File: src/rtl/glry_pkg.sv
`timescale 1ns / 1ps
// shared types and constants for the gyro low-pass and relative yaw block
// no dependencies

package glry_pkg;

    localparam int SAMPLE_BITS_DEF = 16;

    localparam int ALPHA_W    = 16;
    localparam int UPD_INT_W  = 16;
    localparam int YAW_INT_W  = 32;
    localparam int THRESH_W   = 15;
    localparam int TIME_W     = 32;
    localparam int HEADING_W  = 13;
    localparam int CFG_DATA_W = 32;
    localparam int CFG_IDX_W  = 3;

    localparam int Q_FRAC = 15;
    localparam logic [ALPHA_W-1:0] Q_ONE  = 16'd32768;
    localparam int Q_HALF = 16384;

    localparam logic signed [HEADING_W:0] HALF_TURN = 14'sd2880;
    localparam logic signed [HEADING_W:0] FULL_TURN = 14'sd5760;

    localparam logic [1:0] MODE_SAMPLE = 2'd0;
    localparam logic [1:0] MODE_REREF  = 2'd1;
    localparam logic [1:0] MODE_CLEAR  = 2'd2;

    localparam logic [CFG_IDX_W-1:0] CFG_ALPHA        = 3'd0;
    localparam logic [CFG_IDX_W-1:0] CFG_UPD_INTERVAL = 3'd1;
    localparam logic [CFG_IDX_W-1:0] CFG_YAW_INTERVAL = 3'd2;
    localparam logic [CFG_IDX_W-1:0] CFG_STILL_THRESH = 3'd3;
    localparam logic [CFG_IDX_W-1:0] CFG_TURN_THRESH  = 3'd4;

    localparam logic [ALPHA_W-1:0]   ALPHA_RST        = 16'd3277;
    localparam logic [UPD_INT_W-1:0] UPD_INTERVAL_RST = 16'd10;
    localparam logic [YAW_INT_W-1:0] YAW_INTERVAL_RST = 32'd30000;
    localparam logic [THRESH_W-1:0]  STILL_THRESH_RST = 15'd32;
    localparam logic [THRESH_W-1:0]  TURN_THRESH_RST  = 15'd16;

    typedef struct packed {
        logic [1:0]           mode;
        logic [TIME_W-1:0]    time_ms;
        logic [HEADING_W-1:0] heading;
        logic                 updated;
    } item_t;

    typedef struct packed {
        logic [YAW_INT_W-1:0] yaw_interval;
        logic [THRESH_W-1:0]  still_thresh;
        logic [THRESH_W-1:0]  turn_thresh;
    } yaw_cfg_t;

    typedef struct packed {
        logic signed [HEADING_W-1:0] rel_heading;
        logic                        turning;
        logic                        rereferenced;
    } yaw_res_t;

endpackage

File: src/rtl/glry_axis_lane.sv
`timescale 1ns / 1ps
// one axis lane: optional saturating negate and q15 exponential moving average state
// depends on glry_pkg

module glry_axis_lane #(
    parameter int SAMPLE_BITS = glry_pkg::SAMPLE_BITS_DEF
) (
    input  logic                                clk,
    input  logic                                rst_n,
    input  logic                                load,
    input  logic                                clear,
    input  logic                                update,
    input  logic                                negate,
    input  logic [glry_pkg::ALPHA_W-1:0]        alpha,
    input  logic signed [SAMPLE_BITS-1:0]       sample,
    output logic signed [SAMPLE_BITS-1:0]       filt
);

    localparam int DW = SAMPLE_BITS + 1;
    localparam int PW = SAMPLE_BITS + glry_pkg::ALPHA_W + 2;

    localparam logic signed [SAMPLE_BITS-1:0] S_MIN = {1'b1, {(SAMPLE_BITS-1){1'b0}}};
    localparam logic signed [SAMPLE_BITS-1:0] S_MAX = {1'b0, {(SAMPLE_BITS-1){1'b1}}};

    logic signed [SAMPLE_BITS-1:0] filt_reg;
    logic signed [SAMPLE_BITS-1:0] filt_next;
    logic signed [SAMPLE_BITS-1:0] neg_sample;
    logic signed [SAMPLE_BITS-1:0] x_val;
    logic signed [DW-1:0]          diff;
    logic signed [PW-1:0]          prod;
    logic signed [PW-1:0]          rounded;
    logic signed [PW-1:0]          step;

    assign neg_sample = (sample == S_MIN) ? S_MAX : -sample;
    assign x_val      = negate ? neg_sample : sample;
    assign diff       = {x_val[SAMPLE_BITS-1], x_val} - {filt_reg[SAMPLE_BITS-1], filt_reg};

    // filt + a*(x - filt)/2^15 with halves rounded up
    assign prod    = $signed({{(PW-glry_pkg::ALPHA_W){1'b0}}, alpha})
                   * $signed({{(PW-DW){diff[DW-1]}}, diff});
    assign rounded = prod + PW'(glry_pkg::Q_HALF);
    assign step    = rounded >>> glry_pkg::Q_FRAC;

    always_comb
    begin
        filt_next = filt_reg;
        if (load)
        begin
            if (clear)
            begin
                filt_next = '0;
            end
            else if (update)
            begin
                filt_next = filt_reg + step[SAMPLE_BITS-1:0];
            end
        end
    end

    always_ff @(posedge clk or negedge rst_n)
    begin
        if (!rst_n)
        begin
            filt_reg <= '0;
        end
        else
        begin
            filt_reg <= filt_next;
        end
    end

    assign filt = filt_reg;

endmodule

File: src/rtl/glry_yaw_merge.sv
`timescale 1ns / 1ps
// merge stage: still and turn detection from the z lane, yaw reference state
// depends on glry_pkg

module glry_yaw_merge #(
    parameter int SAMPLE_BITS = glry_pkg::SAMPLE_BITS_DEF
) (
    input  logic                          clk,
    input  logic                          rst_n,
    input  logic                          advance,
    input  glry_pkg::item_t               item,
    input  logic signed [SAMPLE_BITS-1:0] filt_z,
    input  glry_pkg::yaw_cfg_t            cfg,
    output glry_pkg::yaw_res_t            res
);

    localparam int CW = SAMPLE_BITS + glry_pkg::THRESH_W;
    localparam int HW = glry_pkg::HEADING_W;

    logic [HW-1:0]                 offset_reg;
    logic [HW-1:0]                 offset_next;
    logic                          ref_valid_reg;
    logic                          ref_valid_next;
    logic [glry_pkg::TIME_W-1:0]   ref_time_reg;
    logic [glry_pkg::TIME_W-1:0]   ref_time_next;

    logic [SAMPLE_BITS-1:0]        mag;
    logic [CW-1:0]                 mag_ext;
    logic                          is_still;
    logic                          is_turning;
    logic [glry_pkg::TIME_W-1:0]   elapsed;
    logic                          is_clear;
    logic                          reref;
    logic signed [HW:0]            rel_raw;
    logic signed [HW:0]            rel_fold;

    assign mag      = filt_z[SAMPLE_BITS-1] ? SAMPLE_BITS'(-filt_z) : SAMPLE_BITS'(filt_z);
    assign mag_ext  = {{glry_pkg::THRESH_W{1'b0}}, mag};
    assign is_still = mag_ext < {{SAMPLE_BITS{1'b0}}, cfg.still_thresh};
    assign is_turning = mag_ext > {{SAMPLE_BITS{1'b0}}, cfg.turn_thresh};
    assign elapsed  = item.time_ms - ref_time_reg;
    assign is_clear = (item.mode == glry_pkg::MODE_CLEAR);

    assign reref = !is_clear && ((item.mode == glry_pkg::MODE_REREF) || !ref_valid_reg
                   || ((elapsed > cfg.yaw_interval) && is_still));

    assign rel_raw = $signed({1'b0, item.heading}) - $signed({1'b0, offset_reg});

    always_comb
    begin
        if (rel_raw > glry_pkg::HALF_TURN)
        begin
            rel_fold = rel_raw - glry_pkg::FULL_TURN;
        end
        else if (rel_raw < -glry_pkg::HALF_TURN)
        begin
            rel_fold = rel_raw + glry_pkg::FULL_TURN;
        end
        else
        begin
            rel_fold = rel_raw;
        end
    end

    assign res.rel_heading  = (is_clear || reref) ? '0 : rel_fold[HW-1:0];
    assign res.turning      = !is_clear && is_turning;
    assign res.rereferenced = reref;

    always_comb
    begin
        offset_next    = offset_reg;
        ref_valid_next = ref_valid_reg;
        ref_time_next  = ref_time_reg;
        if (advance)
        begin
            if (is_clear)
            begin
                offset_next    = '0;
                ref_valid_next = 1'b0;
                ref_time_next  = '0;
            end
            else if (reref)
            begin
                offset_next    = item.heading;
                ref_valid_next = 1'b1;
                ref_time_next  = item.time_ms;
            end
        end
    end

    always_ff @(posedge clk or negedge rst_n)
    begin
        if (!rst_n)
        begin
            offset_reg    <= '0;
            ref_valid_reg <= 1'b0;
            ref_time_reg  <= '0;
        end
        else
        begin
            offset_reg    <= offset_next;
            ref_valid_reg <= ref_valid_next;
            ref_time_reg  <= ref_time_next;
        end
    end

endmodule

File: src/rtl/gyro_lowpass_relative_yaw_core.sv
`timescale 1ns / 1ps
// top level: config registers, interval check, three axis lanes, yaw merge, output register
// depends on glry_pkg, glry_axis_lane, glry_yaw_merge
//
// usage
//   input channel in_valid/in_ready carries mode, time_ms, three gyro rates and heading;
//   output channel out_valid/out_ready carries the smoothed rates, relative heading and flags.
//   one result transaction per input transaction, in order. registers are written
//   through wr_en/wr_index/wr_data while the block is idle; the user's duty, unenforced.
// timing
//   an accepted transaction is held in the lane stage, then in the output register.
//   throughput: one transaction per cycle while out_ready does not stall the output;
//   the filter update (one multiply per lane) closes its loop in the accept cycle,
//   the yaw reference loop in the merge stage.
// reset
//   all filter, timing and reference state clears; registers take their default values.
// stall
//   while out_ready is low the output register holds; one more transaction can still
//   be taken into the lane stage, after which in_ready drops until the output drains.

module gyro_lowpass_relative_yaw_core #(
    parameter int SAMPLE_BITS = glry_pkg::SAMPLE_BITS_DEF
) (
    input  logic                                   clk,
    input  logic                                   rst_n,
    input  logic                                   wr_en,
    input  logic [glry_pkg::CFG_IDX_W-1:0]         wr_index,
    input  logic [glry_pkg::CFG_DATA_W-1:0]        wr_data,
    input  logic                                   in_valid,
    output logic                                   in_ready,
    input  logic [1:0]                             mode,
    input  logic [glry_pkg::TIME_W-1:0]            time_ms,
    input  logic signed [SAMPLE_BITS-1:0]          rate_x,
    input  logic signed [SAMPLE_BITS-1:0]          rate_y,
    input  logic signed [SAMPLE_BITS-1:0]          rate_z,
    input  logic [glry_pkg::HEADING_W-1:0]         heading,
    output logic                                   out_valid,
    input  logic                                   out_ready,
    output logic signed [SAMPLE_BITS-1:0]          smooth_x,
    output logic signed [SAMPLE_BITS-1:0]          smooth_y,
    output logic signed [SAMPLE_BITS-1:0]          smooth_z,
    output logic signed [glry_pkg::HEADING_W-1:0]  relative_heading,
    output logic                                   turning,
    output logic                                   filter_updated,
    output logic                                   rereferenced
);

    logic [glry_pkg::ALPHA_W-1:0]   alpha_reg;
    logic [glry_pkg::UPD_INT_W-1:0] upd_interval_reg;
    logic [glry_pkg::YAW_INT_W-1:0] yaw_interval_reg;
    logic [glry_pkg::THRESH_W-1:0]  still_thresh_reg;
    logic [glry_pkg::THRESH_W-1:0]  turn_thresh_reg;

    logic [glry_pkg::TIME_W-1:0]    last_update_reg;
    logic [glry_pkg::TIME_W-1:0]    last_update_next;
    logic                           s1_valid_reg;
    logic                           s1_valid_next;
    glry_pkg::item_t                s1_item_reg;
    logic                           out_valid_reg;
    logic                           out_valid_next;

    logic signed [SAMPLE_BITS-1:0]        smooth_x_reg;
    logic signed [SAMPLE_BITS-1:0]        smooth_y_reg;
    logic signed [SAMPLE_BITS-1:0]        smooth_z_reg;
    logic signed [glry_pkg::HEADING_W-1:0] rel_heading_reg;
    logic                                 turning_reg;
    logic                                 updated_reg;
    logic                                 reref_reg;

    logic                           in_fire;
    logic                           s1_adv;
    logic                           s1_fire;
    logic                           is_clear;
    logic                           do_update;
    logic [glry_pkg::ALPHA_W-1:0]   alpha_eff;
    logic [glry_pkg::TIME_W-1:0]    since_update;

    logic signed [SAMPLE_BITS-1:0]  filt_x;
    logic signed [SAMPLE_BITS-1:0]  filt_y;
    logic signed [SAMPLE_BITS-1:0]  filt_z;
    glry_pkg::yaw_cfg_t             yaw_cfg;
    glry_pkg::yaw_res_t             yaw_res;

    // handshake
    assign s1_adv   = !out_valid_reg || out_ready;
    assign s1_fire  = s1_valid_reg && s1_adv;
    assign in_ready = !s1_valid_reg || s1_adv;
    assign in_fire  = in_valid && in_ready;

    // config write port
    always_ff @(posedge clk or negedge rst_n)
    begin
        if (!rst_n)
        begin
            alpha_reg        <= glry_pkg::ALPHA_RST;
            upd_interval_reg <= glry_pkg::UPD_INTERVAL_RST;
            yaw_interval_reg <= glry_pkg::YAW_INTERVAL_RST;
            still_thresh_reg <= glry_pkg::STILL_THRESH_RST;
            turn_thresh_reg  <= glry_pkg::TURN_THRESH_RST;
        end
        else if (wr_en)
        begin
            unique case (wr_index)
                glry_pkg::CFG_ALPHA:
                begin
                    alpha_reg <= wr_data[glry_pkg::ALPHA_W-1:0];
                end
                glry_pkg::CFG_UPD_INTERVAL:
                begin
                    upd_interval_reg <= wr_data[glry_pkg::UPD_INT_W-1:0];
                end
                glry_pkg::CFG_YAW_INTERVAL:
                begin
                    yaw_interval_reg <= wr_data[glry_pkg::YAW_INT_W-1:0];
                end
                glry_pkg::CFG_STILL_THRESH:
                begin
                    still_thresh_reg <= wr_data[glry_pkg::THRESH_W-1:0];
                end
                glry_pkg::CFG_TURN_THRESH:
                begin
                    turn_thresh_reg <= wr_data[glry_pkg::THRESH_W-1:0];
                end
                default:
                begin
                end
            endcase
        end
    end

    assign alpha_eff = (alpha_reg > glry_pkg::Q_ONE) ? glry_pkg::Q_ONE : alpha_reg;

    // interval check
    assign is_clear     = (mode == glry_pkg::MODE_CLEAR);
    assign since_update = time_ms - last_update_reg;
    assign do_update    = !is_clear
                        && (since_update >= {{(glry_pkg::TIME_W-glry_pkg::UPD_INT_W){1'b0}},
                                             upd_interval_reg});

    always_comb
    begin
        last_update_next = last_update_reg;
        if (in_fire)
        begin
            if (is_clear)
            begin
                last_update_next = '0;
            end
            else if (do_update)
            begin
                last_update_next = time_ms;
            end
        end
    end

    // axis lanes
    glry_axis_lane #(.SAMPLE_BITS(SAMPLE_BITS)) u_lane_x (
        .clk    (clk),
        .rst_n  (rst_n),
        .load   (in_fire),
        .clear  (is_clear),
        .update (do_update),
        .negate (1'b1),
        .alpha  (alpha_eff),
        .sample (rate_x),
        .filt   (filt_x)
    );

    glry_axis_lane #(.SAMPLE_BITS(SAMPLE_BITS)) u_lane_y (
        .clk    (clk),
        .rst_n  (rst_n),
        .load   (in_fire),
        .clear  (is_clear),
        .update (do_update),
        .negate (1'b0),
        .alpha  (alpha_eff),
        .sample (rate_y),
        .filt   (filt_y)
    );

    glry_axis_lane #(.SAMPLE_BITS(SAMPLE_BITS)) u_lane_z (
        .clk    (clk),
        .rst_n  (rst_n),
        .load   (in_fire),
        .clear  (is_clear),
        .update (do_update),
        .negate (1'b1),
        .alpha  (alpha_eff),
        .sample (rate_z),
        .filt   (filt_z)
    );

    // merge stage
    assign yaw_cfg.yaw_interval = yaw_interval_reg;
    assign yaw_cfg.still_thresh = still_thresh_reg;
    assign yaw_cfg.turn_thresh  = turn_thresh_reg;

    glry_yaw_merge #(.SAMPLE_BITS(SAMPLE_BITS)) u_merge (
        .clk     (clk),
        .rst_n   (rst_n),
        .advance (s1_fire),
        .item    (s1_item_reg),
        .filt_z  (filt_z),
        .cfg     (yaw_cfg),
        .res     (yaw_res)
    );

    // pipeline control
    always_comb
    begin
        s1_valid_next = s1_valid_reg;
        if (in_fire)
        begin
            s1_valid_next = 1'b1;
        end
        else if (s1_fire)
        begin
            s1_valid_next = 1'b0;
        end
    end

    always_comb
    begin
        out_valid_next = out_valid_reg;
        if (s1_fire)
        begin
            out_valid_next = 1'b1;
        end
        else if (out_ready)
        begin
            out_valid_next = 1'b0;
        end
    end

    always_ff @(posedge clk or negedge rst_n)
    begin
        if (!rst_n)
        begin
            last_update_reg <= '0;
            s1_valid_reg    <= 1'b0;
            out_valid_reg   <= 1'b0;
        end
        else
        begin
            last_update_reg <= last_update_next;
            s1_valid_reg    <= s1_valid_next;
            out_valid_reg   <= out_valid_next;
        end
    end

    // payload registers
    always_ff @(posedge clk)
    begin
        if (in_fire)
        begin
            s1_item_reg.mode    <= mode;
            s1_item_reg.time_ms <= time_ms;
            s1_item_reg.heading <= heading;
            s1_item_reg.updated <= do_update;
        end
        if (s1_fire)
        begin
            smooth_x_reg    <= filt_x;
            smooth_y_reg    <= filt_y;
            smooth_z_reg    <= filt_z;
            rel_heading_reg <= yaw_res.rel_heading;
            turning_reg     <= yaw_res.turning;
            updated_reg     <= s1_item_reg.updated;
            reref_reg       <= yaw_res.rereferenced;
        end
    end

    assign out_valid        = out_valid_reg;
    assign smooth_x         = smooth_x_reg;
    assign smooth_y         = smooth_y_reg;
    assign smooth_z         = smooth_z_reg;
    assign relative_heading = rel_heading_reg;
    assign turning          = turning_reg;
    assign filter_updated   = updated_reg;
    assign rereferenced     = reref_reg;

endmodule

File: config.mk
export PLATFORM = sky130hd
export DESIGN_NAME = gyro_lowpass_relative_yaw_core
export DESIGN_NICKNAME = d
export VERILOG_FILES = /design/src/rtl/glry_pkg.sv /design/src/rtl/glry_axis_lane.sv /design/src/rtl/glry_yaw_merge.sv /design/src/rtl/gyro_lowpass_relative_yaw_core.sv
export SDC_FILE = /design/constraint.sdc
export NUM_CORES = 2
export LEC_CHECK = 0
export ABC_AREA = 0
export BUFFER_PORTS_ARGS = -buffer_cell sky130_fd_sc_hd__buf_2
export CAP_MARGIN = 20
export CORE_MARGIN = 4
export CORE_UTILIZATION = 39
export CTS_CLUSTER_DIAMETER = 120
export DETAILED_ROUTE_END_ITERATION = 12
export PLACE_DENSITY = 0.53
export SLEW_MARGIN = 25
export SYNTH_ARGS = -nofsm -noshare
export SYNTH_HDL_FRONTEND = slang
export SYNTH_HIERARCHICAL = 1
export SYNTH_SLANG_ARGS = --single-unit
File: constraint.sdc
create_clock -name clk -period 11.9 [get_ports clk]
set_input_delay 0.595 -clock clk [delete_from_list [all_inputs] [get_ports clk]]
set_output_delay 0.595 -clock clk [all_outputs]
set_load 0.01 [all_outputs]
==> results by group <==
Outcome
  – Run status: complete, no violations

Clock tree
  – CTS clock-pin slew for the worst setup and hold paths: 0.07 ns
  – Post CTS Setup Buffer Count: 0
  – Max H-tree Level: 2
  – Clk Latency, worst-skew pair: 0.60 ns
  – TritonCTS clock tree: built
  – Clock buffer count from CTS: 42
  – Sinks on Clock Net: 334
  – CTS root buf: sky130_fd_sc_hd__clkbuf_16
  – Buffers from clock root to sink, at most: 3

Route
  – Vias: 38.9k
  – Number of remaining DRC errors: 0
  – Number of antenna-violating nets in the routed design: 0
  – Post-detailed-routing wire length: 141000 µm
  – Initial detailed-routing violation count: 2045
  – Vias per Instance: 5.14
  – Post-DR wirelength/cell: 18.6 µm
  – Drt first pass iters: 6

Setup path
  – Cell type with the highest occurrence count on the critical path: sky130_fd_sc_hd__fa_1
  – Worst EP required: 12.40 ns
  – Critical path type: in -> reg
  – CP Max Fanout: 5
  – Cell count of the worst reg-to-reg path: 42
  – Max stage delay on crit path: 0.55 ns
  – Arrival time of data at the critical path endpoint: 11.70 ns
  – Launching element type of the critical path: input pin
  – Endpoint class of the critical path: flip-flop
  – Library cell contributing the largest single delay on the critical path: sky130_fd_sc_hd__fa_1
  – Worst setup path startpoint: rate_y[0]
  – Startpoint of the worst-slack reg-to-reg timing path: u_lane_y/filt[0]

Logic synthesis
  – Count of flip-flops with a built-in enable after synthesis: 112
  – Sequential share of the synthesized area: 17.6%
  – Most used flip-flop cell after synthesis: sky130_fd_sc_hd__dfrtp_1
  – Synthesized area per cell: 9.07 µm²
  – Mapped Cells: 5596
  – Register bit count reported by yosys: 334
  – Ys Warns: 6
  – Cell area after technology mapping: 50700 µm²
  – Fraction of registers with async set or reset after synthesis: 66.5%
  – Unique cell type count in the Yosys netlist: 124

Timing
  – Final Setup Violations: 0
  – Highest achievable clock rate: 0.0893 GHz
  – Setup tns final: 0 ns
  – Worst slew margin relative to its limit: 29.0%
  – Max-slew violation count: 0
  – Worst hold slack: 0.174 ns
  – Slew @ Worst Pin: 1.06 ns
  – Worst clock skew on the final layout: 0.0401 ns
  – Crit share post-route: 94.1%
  – Total count of hold-check failures in the final report: 0
  – Minimum clock period: 11.20 ns

Placement
  – Buffers on Ports: 200
  – Placer Congestion: 0.849
  – Placed wire-length estimate after detailed placement: 110000 µm
  – Post-DP Area: 54300 µm²

Hold path
  – Kind of path behind the tightest hold check: in -> reg
  – Worst hold path startpoint: heading[0]
  – Worst hold path stage count: 1

Floorplanning
  – Die X-Extent: 369 µm
  – Effective utilization at floorplan: 39.2%
  – Floorplan row count: 132
  – Floorplan die area: 136000 µm²
  – Placeable core region: 129000 µm²
  – Vertical die dimension: 369 µm
  – I/O pin cnt: 201

Finish
  – Area growth from synthesis to final layout: 10.1%
  – Net count reported at finish: 7115
  – Final non-filler cell area: 55900 µm²
  – Fraction of final layout cells sized beyond drive strength 1: 11.0%
  – End-of-flow core utilization: 43.2%
  – Number of flip-flops in the largest register: 48

Global routing
  – GRT Util Overall: 20.8%
  – Number of global-route vias before repair: 40.0k
  – Number of antenna violations at the first check in global routing: 18
  – Maximum number of pins on one net before global-route repair: 144
  – Gr ovfl total: 0
  – Wire length of the first global-routing pass: 225000 µm

Job
  – Number of max-capacitance violations reported: 0
layer usage:
metal | wire length [µm] | up-vias | GRT usage [%] | share of wire, %
met5 | 44 | - | 0 | 0.031
met4 | 2820 | 6 | 4.60 | 2.0
met1 | 65600 | 19337 | 29.4 | 47
met3 | 6260 | 149 | 2.42 | 4.5
li1 | - | 18587 | - | -
met2 | 65800 | 801 | 34.2 | 47
metrics by stage:
step | cells | worst slack, ns
6_report | 7561 | 0.699
5_1_grt | 7555 | -0.00702
4_1_cts | 7550 | 0.579
3_5_place_dp | 7472 | -0.0150
3_3_place_gp | 7470 | 0.135
2_1_floorplan | 5609 | 0.756
what timing repair did:
action                     CTS  global route
hold endpoints to repair     0             1
setup endpoints to repair    0             3
hold buffers                 0             1
resized for setup            0             7
kinds of logic (layout without fill, tap and decap cells):
group           count (synthesis)  in the layout  share of synthesized area, %
flops                         334            334                          17.6
buf+inv                      1214           1414                          9.17
xor+xnor                      192            192                          3.48
mux                            86             86                          1.89
simple gates                 1675           1675                          16.2
other cells                     2             25                        0.0148
fa+ha+maj                    1205           1205                          39.1
compound gates                888            888                          12.5
critical path: cells and delay by family:
family                     cells  cell delay (ns)
adders and majority gates     10             4.27
AOI/OAI and AO/OA             18             3.09
and+or+nand+nor               10             2.22
xor gates and xnor gates       3             0.77
buffers and inverters          6             0.38
muxes                          1             0.36
worst paths after layout:
path	endpoint	slack, ns
max	u_lane_y/filt[15]	0.70
min	s1_item_reg[1]	0.17
max reg2reg	u_lane_y/filt[15]	1.43
min reg2reg	filter_updated	0.43
max in group asynchronous	u_lane_z/filt[0]	9.99
min in group asynchronous	last_update_reg[23]	0.55
Yosys cell counts (all sizes together), types with 32 or more instances:
| cell | count | area [µm²] |
|---|---|---|
| a211oi | 33 | 268 |
| a21o | 73 | 552 |
| a21oi | 186 | 968 |
| a22o | 65 | 613 |
| a41oi | 35 | 325 |
| and2 | 323 | 2020 |
| buf | 32 | 205 |
| clkbuf | 154 | 588 |
| dfrtp | 204 | 5100 |
| edfxtp | 112 | 3360 |
| fa | 636 | 12700 |
| ha | 569 | 7120 |
| inv | 1027 | 3850 |
| mux2 | 80 | 901 |
| nand2 | 664 | 2500 |
| nand2b | 49 | 307 |
| nand3 | 43 | 225 |
| nand4 | 37 | 238 |
| nor2 | 262 | 996 |
| nor2b | 93 | 582 |
| nor3 | 59 | 300 |
| o21a | 50 | 375 |
| o21ai | 199 | 1000 |
| o31ai | 49 | 383 |
| or3 | 37 | 246 |
| xnor2 | 128 | 1150 |
| xor2 | 62 | 573 |
cells in the final DEF (no fill, tap or decap), types with 12 or more instances in the layout:
| master | instances |
|---|---|
| sky130_fd_sc_hd__nor4_1 | 18 |
| sky130_fd_sc_hd__dfrtp_1 | 203 |
| sky130_fd_sc_hd__buf_4 | 103 |
| sky130_fd_sc_hd__inv_1 | 1026 |
| sky130_fd_sc_hd__mux2_2 | 79 |
| sky130_fd_sc_hd__nand2b_1 | 49 |
| sky130_fd_sc_hd__nand2_1 | 662 |
| sky130_fd_sc_hd__and2_1 | 321 |
| sky130_fd_sc_hd__a211oi_1 | 29 |
| sky130_fd_sc_hd__a21o_1 | 70 |
| sky130_fd_sc_hd__buf_2 | 199 |
| sky130_fd_sc_hd__a31oi_1 | 12 |
| sky130_fd_sc_hd__o21ai_0 | 178 |
| sky130_fd_sc_hd__nor3_1 | 57 |
| sky130_fd_sc_hd__nor2_1 | 258 |
| sky130_fd_sc_hd__nand3_1 | 41 |
| sky130_fd_sc_hd__o41ai_1 | 20 |
| sky130_fd_sc_hd__o21a_1 | 50 |
| sky130_fd_sc_hd__a21oi_1 | 175 |
| sky130_fd_sc_hd__fa_1 | 636 |
| sky130_fd_sc_hd__xor2_1 | 56 |
| sky130_fd_sc_hd__and3_1 | 21 |
| sky130_fd_sc_hd__xnor2_1 | 123 |
| sky130_fd_sc_hd__clkbuf_16 | 44 |
| sky130_fd_sc_hd__o211ai_1 | 21 |
| sky130_fd_sc_hd__nor2b_1 | 77 |
| sky130_fd_sc_hd__nor2b_4 | 16 |
| sky130_fd_sc_hd__edfxtp_1 | 112 |
| sky130_fd_sc_hd__dfstp_2 | 18 |
| sky130_fd_sc_hd__a22o_2 | 35 |
| sky130_fd_sc_hd__nand4_1 | 36 |
| sky130_fd_sc_hd__a22o_1 | 30 |
| sky130_fd_sc_hd__o21bai_1 | 19 |
| sky130_fd_sc_hd__a41oi_1 | 34 |
| sky130_fd_sc_hd__o31ai_1 | 46 |
| sky130_fd_sc_hd__o21ai_1 | 16 |
| sky130_fd_sc_hd__or2_2 | 16 |
| sky130_fd_sc_hd__conb_1 | 15 |
| sky130_fd_sc_hd__or3_1 | 34 |
| sky130_fd_sc_hd__ha_1 | 569 |
area by class of cell:
cell class | count | area, µm²
diodes | 10 | 25.0
clock buffers | 53 | 1180
clock inverters | 25 | 330
fillers | 12835 | 73500
inverters | 1028 | 3860
multi-input cells | 4061 | 37400
flip-flops and latches | 334 | 8940
well taps | 1742 | 2180
repair buffers | 308 | 1880
Power is left out: the tool's default activity adds up to more than one toggle a clock period on the data nets, which glitch-free logic cannot reach.
